===== src/sevseg_pkg.sv =====
// ----------------------------------------------------------------------------
// sevseg_pkg
// Types, mode codes and the segment table shared by the formatter modules.
// ----------------------------------------------------------------------------
package sevseg_pkg;

   localparam logic [1:0] MODE_DEC_BLANK = 2'd0;
   localparam logic [1:0] MODE_DEC       = 2'd1;
   localparam logic [1:0] MODE_HEX       = 2'd2;

   localparam logic [7:0]  SEG_ZERO  = 8'h7e;
   localparam logic [7:0]  POINT_BIT = 8'h80;
   localparam logic [15:0] DEC_LIMIT = 16'd10000;
   localparam logic [2:0]  MAX_COUNT = 3'd4;

   typedef struct packed {
      logic [15:0] value;
      logic [1:0]  number_mode;
      logic [2:0]  digit_count;
      logic [2:0]  point_place;
      logic        right_half;
   } req_type;

   typedef struct packed {
      logic [7:0] digit_0;
      logic [7:0] digit_1;
      logic [7:0] digit_2;
      logic [7:0] digit_3;
      logic [7:0] digit_4;
      logic [7:0] digit_5;
      logic [7:0] digit_6;
      logic [7:0] digit_7;
   } rsp_type;

   // one buffer update for the selected half; index 0 is the leftmost digit
   typedef struct packed {
      logic [3:0][7:0] codes;
      logic [3:0]      wr;
      logic [3:0]      pt;
      logic [3:0]      clr;
      logic            right_half;
   } upd_type;

   function automatic logic [7:0] seg_of(input logic [3:0] d);
      logic [7:0] s;
      case (d)
         4'h0: s = 8'h7e;
         4'h1: s = 8'h30;
         4'h2: s = 8'h6d;
         4'h3: s = 8'h79;
         4'h4: s = 8'h33;
         4'h5: s = 8'h5b;
         4'h6: s = 8'h5f;
         4'h7: s = 8'h70;
         4'h8: s = 8'h7f;
         4'h9: s = 8'h7b;
         4'ha: s = 8'h77;
         4'hb: s = 8'h1f;
         4'hc: s = 8'h0d;
         4'hd: s = 8'h3d;
         4'he: s = 8'h4f;
         default: s = 8'h47;
      endcase
      return s;
   endfunction

endpackage


===== src/sevseg_digits.sv =====
// ----------------------------------------------------------------------------
// sevseg_digits
// Converts one request into four segment codes plus write, point and clear
// masks for the selected half of the display buffer.
// ----------------------------------------------------------------------------
module sevseg_digits (
   input  sevseg_pkg::req_type req,
   output sevseg_pkg::upd_type upd
);

   logic [15:0] v;
   logic        hex;
   logic        blank;
   logic        over;
   logic [31:0] p10;
   logic [33:0] p100;
   logic [32:0] p1000;
   logic [32:0] p10000;
   logic [12:0] q10;
   logic [9:0]  q100;
   logic [6:0]  q1000;
   logic [2:0]  q10000;
   logic [3:0]  d_units;
   logic [3:0]  d_tens;
   logic [3:0]  d_hund;
   logic [3:0]  d_thou;
   logic [3:0][3:0] dig;
   logic [3:0]  zero;
   logic [3:0]  blk;
   logic [2:0]  cnt;
   logic [3:0][7:0] codes;
   logic [3:0]  pt;

   // low nibble of 10*b; the digit differences below stay in 0..9
   function automatic logic [3:0] times10_lo(input logic [3:0] b);
      return 4'({b, 3'b000} + {2'b00, b, 1'b0});
   endfunction

   assign v     = req.value;
   assign hex   = req.number_mode[1];
   assign blank = (req.number_mode != sevseg_pkg::MODE_DEC);
   assign over  = !hex && (v >= sevseg_pkg::DEC_LIMIT);

   // reciprocal multiplies, exact over the 16-bit range
   assign p10    = 32'(v) * 32'd52429;
   assign p100   = 34'(v) * 34'd167773;
   assign p1000  = 33'(v) * 33'd67109;
   assign p10000 = 33'(v) * 33'd107375;
   assign q10    = p10[31:19];
   assign q100   = p100[33:24];
   assign q1000  = p1000[32:26];
   assign q10000 = p10000[32:30];

   assign d_units = v[3:0] - times10_lo(q10[3:0]);
   assign d_tens  = q10[3:0] - times10_lo(q100[3:0]);
   assign d_hund  = q100[3:0] - times10_lo(q1000[3:0]);
   assign d_thou  = q1000[3:0] - times10_lo({1'b0, q10000});

   always_comb begin
      if (hex) begin
         dig[0] = (v < 16'd256) ? 4'd0 : v[15:12];
         dig[1] = (v < 16'd256) ? 4'd0 : v[11:8];
         dig[2] = v[7:4];
         dig[3] = v[3:0];
      end else if (over) begin
         dig[0] = {1'b0, q10000};
         dig[1] = d_thou;
         dig[2] = d_hund;
         dig[3] = d_tens;
      end else begin
         dig[0] = q1000[3:0];
         dig[1] = d_hund;
         dig[2] = d_tens;
         dig[3] = d_units;
      end
   end

   always_comb begin
      for (int i = 0; i < 4; i++) begin
         zero[i] = (dig[i] == 4'd0);
      end
      // leading-zero blanking; third code only kept when point sits on it
      blk[0] = blank && zero[0];
      blk[1] = blk[0] && zero[1];
      blk[2] = blk[1] && zero[2] && (req.point_place != 3'd3);
      blk[3] = 1'b0;
      for (int i = 0; i < 4; i++) begin
         codes[i] = blk[i] ? 8'h00 : sevseg_pkg::seg_of(dig[i]);
      end
   end

   assign cnt = (req.digit_count > sevseg_pkg::MAX_COUNT) ? sevseg_pkg::MAX_COUNT
                                                          : req.digit_count;

   always_comb begin
      pt = 4'b0000;
      if (over) begin
         pt[1] = 1'b1;
      end else if (req.point_place >= 3'd1 && req.point_place <= 3'd4) begin
         pt[2'(req.point_place - 3'd1)] = 1'b1;
      end
   end

   always_comb begin
      upd.codes      = codes;
      upd.wr[0]      = (cnt >= 3'd4);
      upd.wr[1]      = (cnt >= 3'd3);
      upd.wr[2]      = (cnt >= 3'd2);
      upd.wr[3]      = (cnt >= 3'd1);
      upd.pt         = pt;
      upd.clr[0]     = hex && (v < 16'd4096);
      upd.clr[1]     = hex && (v < 16'd256);
      upd.clr[2]     = 1'b0;
      upd.clr[3]     = 1'b0;
      upd.right_half = req.right_half;
   end

endmodule


===== src/sevseg_buffer.sv =====
// ----------------------------------------------------------------------------
// sevseg_buffer
// Eight-byte display buffer. Applies one update per cycle, while upd_en is set, to one half and
// presents the whole buffer as the result payload.
// ----------------------------------------------------------------------------
module sevseg_buffer (
   input  logic                clock,
   input  logic                reset,
   input  logic                upd_en,
   input  sevseg_pkg::upd_type upd,
   output sevseg_pkg::rsp_type rsp
);

   logic [7:0][7:0] buf_ff;
   logic [7:0][7:0] buf_in;

   always_comb begin
      logic [1:0] k;
      for (int j = 0; j < 8; j++) begin
         k = 2'(j);
         buf_in[j] = buf_ff[j];
         if (upd_en && ((j >= 4) == upd.right_half)) begin
            if (upd.wr[k]) begin
               buf_in[j] = upd.codes[k];
            end
            if (upd.pt[k]) begin
               buf_in[j] = buf_in[j] | sevseg_pkg::POINT_BIT;
            end
            if (upd.clr[k]) begin
               buf_in[j] = 8'h00;
            end
         end
      end
   end

   always_ff @(posedge clock) begin
      if (reset) begin
         buf_ff <= '0;
      end else begin
         buf_ff <= buf_in;
      end
   end

   assign rsp.digit_0 = buf_ff[0];
   assign rsp.digit_1 = buf_ff[1];
   assign rsp.digit_2 = buf_ff[2];
   assign rsp.digit_3 = buf_ff[3];
   assign rsp.digit_4 = buf_ff[4];
   assign rsp.digit_5 = buf_ff[5];
   assign rsp.digit_6 = buf_ff[6];
   assign rsp.digit_7 = buf_ff[7];

endmodule


===== src/number_to_seven_segment_formatter_top.sv =====
// ----------------------------------------------------------------------------
// number_to_seven_segment_formatter_top
// Renders a 16-bit number in decimal or hex into an eight-digit seven-segment
// buffer and returns all eight buffer bytes per request.
//
//   channel | direction | handshake            | payload
//   req     | in        | req_valid/req_ready  | req_data (req_type)
//   rsp     | out       | rsp_valid/rsp_ready  | rsp_data (rsp_type)
//
// rsp_valid rises after the req transfer once the request can advance: the request
// register loads at the transfer edge, then the digit conversion and buffer merge load
// the display buffer, which is the result register, when the result slot is free or taken.
// One request per cycle is sustained while rsp_ready is high.
// A stalled result holds the buffer; one more request can wait in the
// request register. Reset clears the buffer and both valid flags.
// ----------------------------------------------------------------------------
module number_to_seven_segment_formatter_top (
   input  logic                clock,
   input  logic                reset,
   input  logic                req_valid,
   output logic                req_ready,
   input  sevseg_pkg::req_type req_data,
   output logic                rsp_valid,
   input  logic                rsp_ready,
   output sevseg_pkg::rsp_type rsp_data
);

   sevseg_pkg::req_type in_ff;
   logic                in_vld_ff;
   logic                in_vld_in;
   logic                rsp_vld_ff;
   logic                rsp_vld_in;
   logic                adv;
   sevseg_pkg::upd_type upd;

   assign adv       = in_vld_ff && (!rsp_vld_ff || rsp_ready);
   assign req_ready = !in_vld_ff || adv;
   assign rsp_valid = rsp_vld_ff;

   always_comb begin
      in_vld_in = in_vld_ff;
      if (req_valid && req_ready) begin
         in_vld_in = 1'b1;
      end else if (adv) begin
         in_vld_in = 1'b0;
      end
      rsp_vld_in = rsp_vld_ff;
      if (adv) begin
         rsp_vld_in = 1'b1;
      end else if (rsp_ready) begin
         rsp_vld_in = 1'b0;
      end
   end

   always_ff @(posedge clock) begin
      if (reset) begin
         in_vld_ff  <= 1'b0;
         rsp_vld_ff <= 1'b0;
      end else begin
         in_vld_ff  <= in_vld_in;
         rsp_vld_ff <= rsp_vld_in;
      end
   end

   always_ff @(posedge clock) begin
      if (req_valid && req_ready) begin
         in_ff <= req_data;
      end
   end

   sevseg_digits u_digits (
      .req (in_ff),
      .upd (upd)
   );

   sevseg_buffer u_buffer (
      .clock  (clock),
      .reset  (reset),
      .upd_en (adv),
      .upd    (upd),
      .rsp    (rsp_data)
   );

   // buffer only moves when a request transfers into it
   a_buf_hold: assert property (@(posedge clock) disable iff (reset)
      !adv |=> $stable(rsp_data))
      else $error("display buffer changed without an update");

   a_rsp_after_adv: assert property (@(posedge clock) disable iff (reset)
      adv |=> rsp_valid)
      else $error("no result after buffer update");

   a_ready_full: assert property (@(posedge clock) disable iff (reset)
      !req_ready |-> (in_vld_ff && rsp_vld_ff && !rsp_ready))
      else $error("request stalled while pipeline can move");

   a_hex_clear: assert property (@(posedge clock) disable iff (reset)
      (adv && in_ff.number_mode[1] && (in_ff.value < 16'd4096) && !in_ff.right_half)
      |=> (rsp_data.digit_0 == 8'h00))
      else $error("hex leading digit not cleared");

endmodule

===== config.mk =====
export PLATFORM = sky130hd
export DESIGN_NAME = number_to_seven_segment_formatter_top
export DESIGN_NICKNAME = d
export VERILOG_FILES = /design/src/sevseg_pkg.sv /design/src/sevseg_digits.sv /design/src/sevseg_buffer.sv /design/src/number_to_seven_segment_formatter_top.sv
export SDC_FILE = /design/constraint.sdc
export NUM_CORES = 1
export LEC_CHECK = 0
export ABC_CLOCK_PERIOD_IN_PS = 7400
export BUFFER_PORTS_ARGS = -buffer_cell sky130_fd_sc_hd__clkbuf_2
export CAP_MARGIN = 20
export CORE_UTILIZATION = 33
export CTS_BUF_LIST = sky130_fd_sc_hd__clkbuf_8
export CTS_CLUSTER_SIZE = 24
export DETAILED_ROUTE_END_ITERATION = 16
export SLEW_MARGIN = 25
export SYNTH_ARGS = -nofsm -noshare
export SYNTH_HDL_FRONTEND = slang
export SYNTH_SLANG_ARGS = --single-unit

===== constraint.sdc =====
create_clock -name clock -period 7.4 [get_ports clock]
set_input_delay 0.37 -clock clock [delete_from_list [all_inputs] [get_ports clock]]
set_output_delay 0.37 -clock clock [all_outputs]
set_load 0.01 [all_outputs]

==> results of run 1 <==
==> metrics by stage <==
stage                     util [%]  worst slack, ps  cells
final                         42.2             -460   3134
after global routing          42.2             -667   3134
after CTS                     41.2             -376   3113
after detailed placement      40.3             -540   3080
after global placement        40.3             -453   3080
after floorplan                  -             2.08   1970
==> registers in the layout, summed over array words and instances (netlist names) <==
signal and flops:
rsp_valid 1, u_buffer.rsp 64, in_ff 25, in_vld_ff 1
==> kinds of logic (layout without fill, tap and decap cells) <==
logic type / count (synthesis) / after routing / share of synthesized area (%)
AND/OR/NAND/NOR: 250 / 251 / 6.36
flip-flops: 91 / 91 / 10.6
adder cells (fa/ha/maj): 743 / 743 / 59.2
AO/OA/AOI/OAI: 278 / 279 / 9.64
multiplexers: 34 / 34 / 1.82
XOR/XNOR: 43 / 43 / 2.14
buffers and inverters: 531 / 928 / 10.3
==> worst paths after layout <==
kind	start	end	slack, ps
min reg2reg	u_buffer.rsp[36]	u_buffer.rsp[36]	470
min	req_data[9]	in_ff[9]	140
max reg2reg	in_ff[12]	u_buffer.rsp[6]	-460
max	in_ff[12]	u_buffer.rsp[6]	-460
==> area by class of cell <==
| type | count | area, sq um | share of cell area (%) |
|---|---|---|---|
| Multi-Input combinational cell | 1350 | 16400 | 66.7 |
| Timing Repair Buffer | 404 | 3020 | 12.3 |
| Sequential cell | 91 | 2070 | 8.45 |
| Inverter | 508 | 1930 | 7.85 |
| Tap cell | 765 | 957 | 3.90 |
| Clock buffer | 9 | 124 | 0.505 |
| Clock inverter | 7 | 70.1 | 0.286 |
==> cell usage after synthesis (all sizes together), types with 3 or more instances <==
library cell	count
nand2b	6
inv	507
nor2b	5
mux2i	31
a211oi	28
a22oi	8
nand2	62
xnor2	28
nand3b	9
xnor3	3
fa	305
and4	5
or2	6
a31oi	9
a311oi	5
a211o	5
nand4	11
o211ai	19
nor3	18
o21ai	53
clkbuf	19
and2	8
o21a	13
a2111oi	3
nand3	23
buf	4
o31a	3
a221oi	4
nor2	73
a21boi	3
ha	438
edfxtp	25
a22o	7
xor2	12
and3	7
a21o	20
dfxtp	66
o31ai	10
o221ai	3
or3	8
a21oi	70
nor4	3
==> layer usage <==
layer,vias to the layer above,share of wire [%]
li1,7222,-
met1,7781,44
met2,341,47
met3,74,5.6
met4,0,2.9
met5,-,0
==> what timing repair did <==
action / 4_1_cts / 5_1_grt
buffers inserted: 23 / 21
endpoints found under the setup margin: 52 / 56
pin swaps: 25 / 86
gates resized for setup: 53 / 78
cloned: 2 / 0
==> results.py, run 1 <==
metrics = {
    "setup_path": {
        "startpoint_type": "flop",
        "path_common_cell": "buf_4",
        "slowest_stage": "fa_1",
        "critPathBufInv": 15,
        "cp.depth": 33,
        "cp.required_ps": 7710,
        "critPathTopFamily": "adder cells",
        "critPathArrivalTime_ps": 8170,
        "critPathKind": "flop to flop",
        "worstPathMaxFanout": 5,
        "worstRegToRegCells": 33,
        "cpPeakStageDelay_ps": 570,
        "end_kind": "flop",
    },
    "global_routing": {
        "grt-ovfl-total": 0,
        "grtUsageTotal_pct": 21.4,
        "antenna_found_initial": 1,
        "use_met3_pct": 3.96,
        "grt_max_degree": 61,
        "grt_pass1_vias": 16800,
        "groute.layer.met1.usage_pct": 28.1,
        "grt_pass1_wl_microns": 96900,
        "grt_util_met2_pct": 35.8,
        "grt_busiest_layer": "met2",
    },
    "clocking": {
        "holdBufCountCts": 0,
        "cts-root-buf": "clkbuf_8",
        "cts_made_buffers": 9,
        "clk_pin_slew_ps": 150,
        "cts_max_path_buffers": 2,
        "cts_max_level": 3,
        "cts_tree": "done",
        "worstSkewPairLatency_ps": 400,
        "cts.sinks": 91,
    },
    "synthesis": {
        "syn-cell-area_sq_um": 19600,
        "synthesis.nets": 2742,
        "syn_avg_cell_area_sq_um": 9.93,
        "synth_cell_types": 76,
        "synth-seq-cells": 91,
        "synth_flop_cell": "dfxtp_1",
        "yosysTopAreaCellShare_pct": 31.2,
        "synth-async-reset-ratio_pct": 0,
        "yosys_warnings": 0,
        "seq_area_frac_synth_pct": 10.6,
        "yosysTopAreaCell": "fa_1",
        "synthCells": 1970,
        "synth_area_leaders": "fa_1 31%, ha_1 28%, inv_1 9.7%",
        "synth_edf_count": 25,
    },
    "routing": {
        "routed_wl_microns": 62900,
        "drtIter0Drc": 697,
        "drtPass1Iterations": 5,
        "wire_per_inst_microns": 20.1,
        "ant_nets": 0,
        "drc": 0,
        "drt-vias-per-instance": 4.92,
        "vias": 15400,
    },
    "timing": {
        "setup_viol": 48,
        "setup_ws_ps": -460,
        "rsz0062_at_grt": "true",
        "final_max_slew_viol_count": 0,
        "hold_ws_ps": 141,
        "max_freq_mhz": 127,
        "relSlewSlack_pct": 45.5,
        "hold_violations": 0,
        "tightestPinTransition_ps": 809,
        "setup-tns-final_ps": -11900,
        "period_share_pct": 106,
        "min_period_ps": 7860,
        "skew_ps": 39.7,
    },
    "floorplan": {
        "coreArea_sq_um": 58100,
        "start_util_pct": 33.7,
        "die_w_microns": 246,
        "num_io_pins": 95,
        "dieArea_sq_um": 60300,
        "rows": 88,
        "die_y_microns": 246,
    },
    "place": {
        "portBuffers": 94,
        "dpl.hpwl_microns": 54900,
        "dpl_cell_area_sq_um": 23400,
        "gp_congestion": 0.957,
    },
    "hold_path": {
        "hold_path_depth": 1,
        "hp-class": "input pin to flop",
    },
    "status": {
        "outcome": "finished, violations left",
        "violations": "setup timing",
    },
    "cells_and_area": {
        "final_layout_size_suffix_gt1_share_pct": 24.8,
        "fill_cells": 5702,
        "mostFrequentLayoutCell": "inv_1",
        "final_cell_mix": "484 x inv_1, 408 x ha_1, 292 x fa_1",
        "nets": 3136,
        "num_antenna_cells": 0,
        "areaGrowthSynthToFinish_pct": 25.4,
        "stdcell_area_sq_um": 24500,
    },
    "run": {
        "drv_cap": 0,
    },
}
Power of run 1 is not shown: default switching activity piles up to over one toggle a cycle in this logic, so the estimate is an artifact.
==> run 2, diff against run 1 <==
==> constraint.sdc (replaced) <==
create_clock -name clock -period 7.4 [get_ports clock]
set_input_delay 0.37 -clock clock [delete_from_list [all_inputs] [get_ports clock]]
set_output_delay 0.37 -clock clock [all_outputs]
set_load 0.1 [all_outputs]
==> run 2 against run 1 <==
  * The run still ends with setup timing left
  * Non-clock buffer count up 8
  * Flip-flop and latch count unchanged
  * Clock-buffer cell count unchanged
==> results.py, run 2 (same netlist as run 1, synthesis figures left out) <==
metrics = {
    "setup_path": {
        "slowest_stage": "fa_1",
        "path_common_cell": "fa_1",
        "worstPathMaxFanout": 6,
        "critPathKind": "flop to flop",
        "cp.required_ps": 7700,
        "end_kind": "flop",
        "cpPeakStageDelay_ps": 570,
        "critPathArrivalTime_ps": 8050,
        "startpoint_type": "flop",
    },
    "place": {
        "gp_congestion": 0.994,
        "portBuffers": 94,
        "dpl.hpwl_microns": 53500,
        "dpl_cell_area_sq_um": 23300,
    },
    "clocking": {
        "cts.sinks": 91,
        "cts_tree": "done",
        "worstSkewPairLatency_ps": 410,
        "cts_made_buffers": 9,
        "clk_pin_slew_ps": 130,
        "cts-root-buf": "clkbuf_8",
        "cts_max_level": 3,
        "cts_max_path_buffers": 2,
    },
    "routing": {
        "drtIter0Drc": 778,
        "routed_wl_microns": 62700,
        "vias": 15500,
        "drt-vias-per-instance": 4.93,
        "drtPass1Iterations": 4,
        "drc": 0,
        "wire_per_inst_microns": 19.9,
        "ant_nets": 0,
    },
    "global_routing": {
        "grt-ovfl-total": 0,
        "grt_pass1_wl_microns": 94000,
        "grt_pass1_vias": 16400,
        "grtUsageTotal_pct": 20.8,
        "antenna_found_initial": 1,
        "grt_max_degree": 61,
    },
    "cells_and_area": {
        "fin_util_pct": 43.1,
        "nets": 3144,
        "fill_cells": 5567,
        "mostFrequentLayoutCell": "inv_1",
        "final_cell_mix": "481 x inv_1, 399 x ha_1, 279 x fa_1",
        "largest_reg_flops": 64,
        "areaGrowthSynthToFinish_pct": 27.9,
        "final_layout_size_suffix_gt1_share_pct": 27.3,
        "multi_input_area_sq_um": 16700,
        "stdcell_area_sq_um": 25000,
        "regArea_sq_um": 2070,
    },
    "timing": {
        "min_period_ps": 7750,
        "rsz0062_at_grt": "true",
        "tightestPinTransition_ps": 873,
        "final_max_slew_viol_count": 0,
        "setup-tns-final_ps": -10190,
        "period_share_pct": 105,
        "skew_ps": 26.4,
        "setup_viol": 42,
        "max_freq_mhz": 129,
        "relSlewSlack_pct": 41.8,
        "hold_ws_ps": 128,
        "hold_violations": 0,
        "setup_ws_ps": -353,
    },
    "run": {
        "drv_cap": 0,
    },
    "status": {
        "violations": "setup timing",
        "outcome": "finished, violations left",
    },
    "floorplan": {
        "coreArea_sq_um": 58100,
        "start_util_pct": 33.7,
        "die_w_microns": 246,
        "dieArea_sq_um": 60300,
        "num_io_pins": 95,
        "die_y_microns": 246,
        "rows": 88,
    },
    "hold_path": {
        "hp-class": "input pin to flop",
    },
}
[run 2: cell types whose count changed in the layout (fill, tap and decap cells not counted), moves of 4 or more]
cell      before  now
fa_2          13   26
buf_4        282  276
buf_6         14   28
mux2i_1       27   23
a211oi_1      18   11
fa_1         292  279
ha_1         408  399
a211oi_2       6   12
ha_4          24   30
[run 2: per-layer routing]
layer | global-route usage, % | vias to the layer above | share of wire [%]
met5 | 0 | - | 0
met2 | 34.8 | 369 | 48
met1 | 27.2 | 7790 | 43
li1 | - | 7232 | -
met4 | 6.54 | 0 | 3.5
met3 | 3.27 | 101 | 5.6
[run 2: layout make-up]
cell class	count	share of cell area, %
tap	765	3.82
clock buffer	9	0.495
antenna	1	0.0100
inverter	508	7.71
sequential	91	8.28
timing repair buffer	412	12.5
multi-input combinational	1350	66.9
clock inverter	7	0.305
[run 2: metrics by stage]
stage | setup WS (ps) | instances
final | -353 | 3143
after global routing | -575 | 3143
after CTS | -268 | 3118
after detailed placement | -622 | 3069
after global placement | -639 | 3069
after floorplan | 0.579 | 1970
[run 2: worst max-delay path: cells and delay by family (launching register included)]
kind	cells	cell delay [ps]
AOI/OAI and AO/OA	9	1550
and+or+nand+nor	3	530
buffers and inverters	8	790
DFF	1	530
xor gates and xnor gates	4	740
adders and majority gates	8	3500
[run 2: worst paths after layout]
kind | slack (ps) | cells after the start | from | end
worst max register to register | -350 | 32 | in_ff[11] | u_buffer.rsp[14]
worst min-delay path | 130 | 1 | req_data[9] | in_ff[9]
worst max-delay path | -350 | 32 | in_ff[11] | u_buffer.rsp[14]
worst min register to register | 460 | 2 | u_buffer.rsp[5] | u_buffer.rsp[5]
[run 2: timing repair]
action / CTS / global route
cloned: 2 / 1
endpoints found under the setup margin: 54 / 56
buffers inserted: 32 / 25
gates resized for setup: 80 / 138
hold buffers: 0 / 0
pin swaps: 98 / 132
Power of run 2 is left out for the same reason.
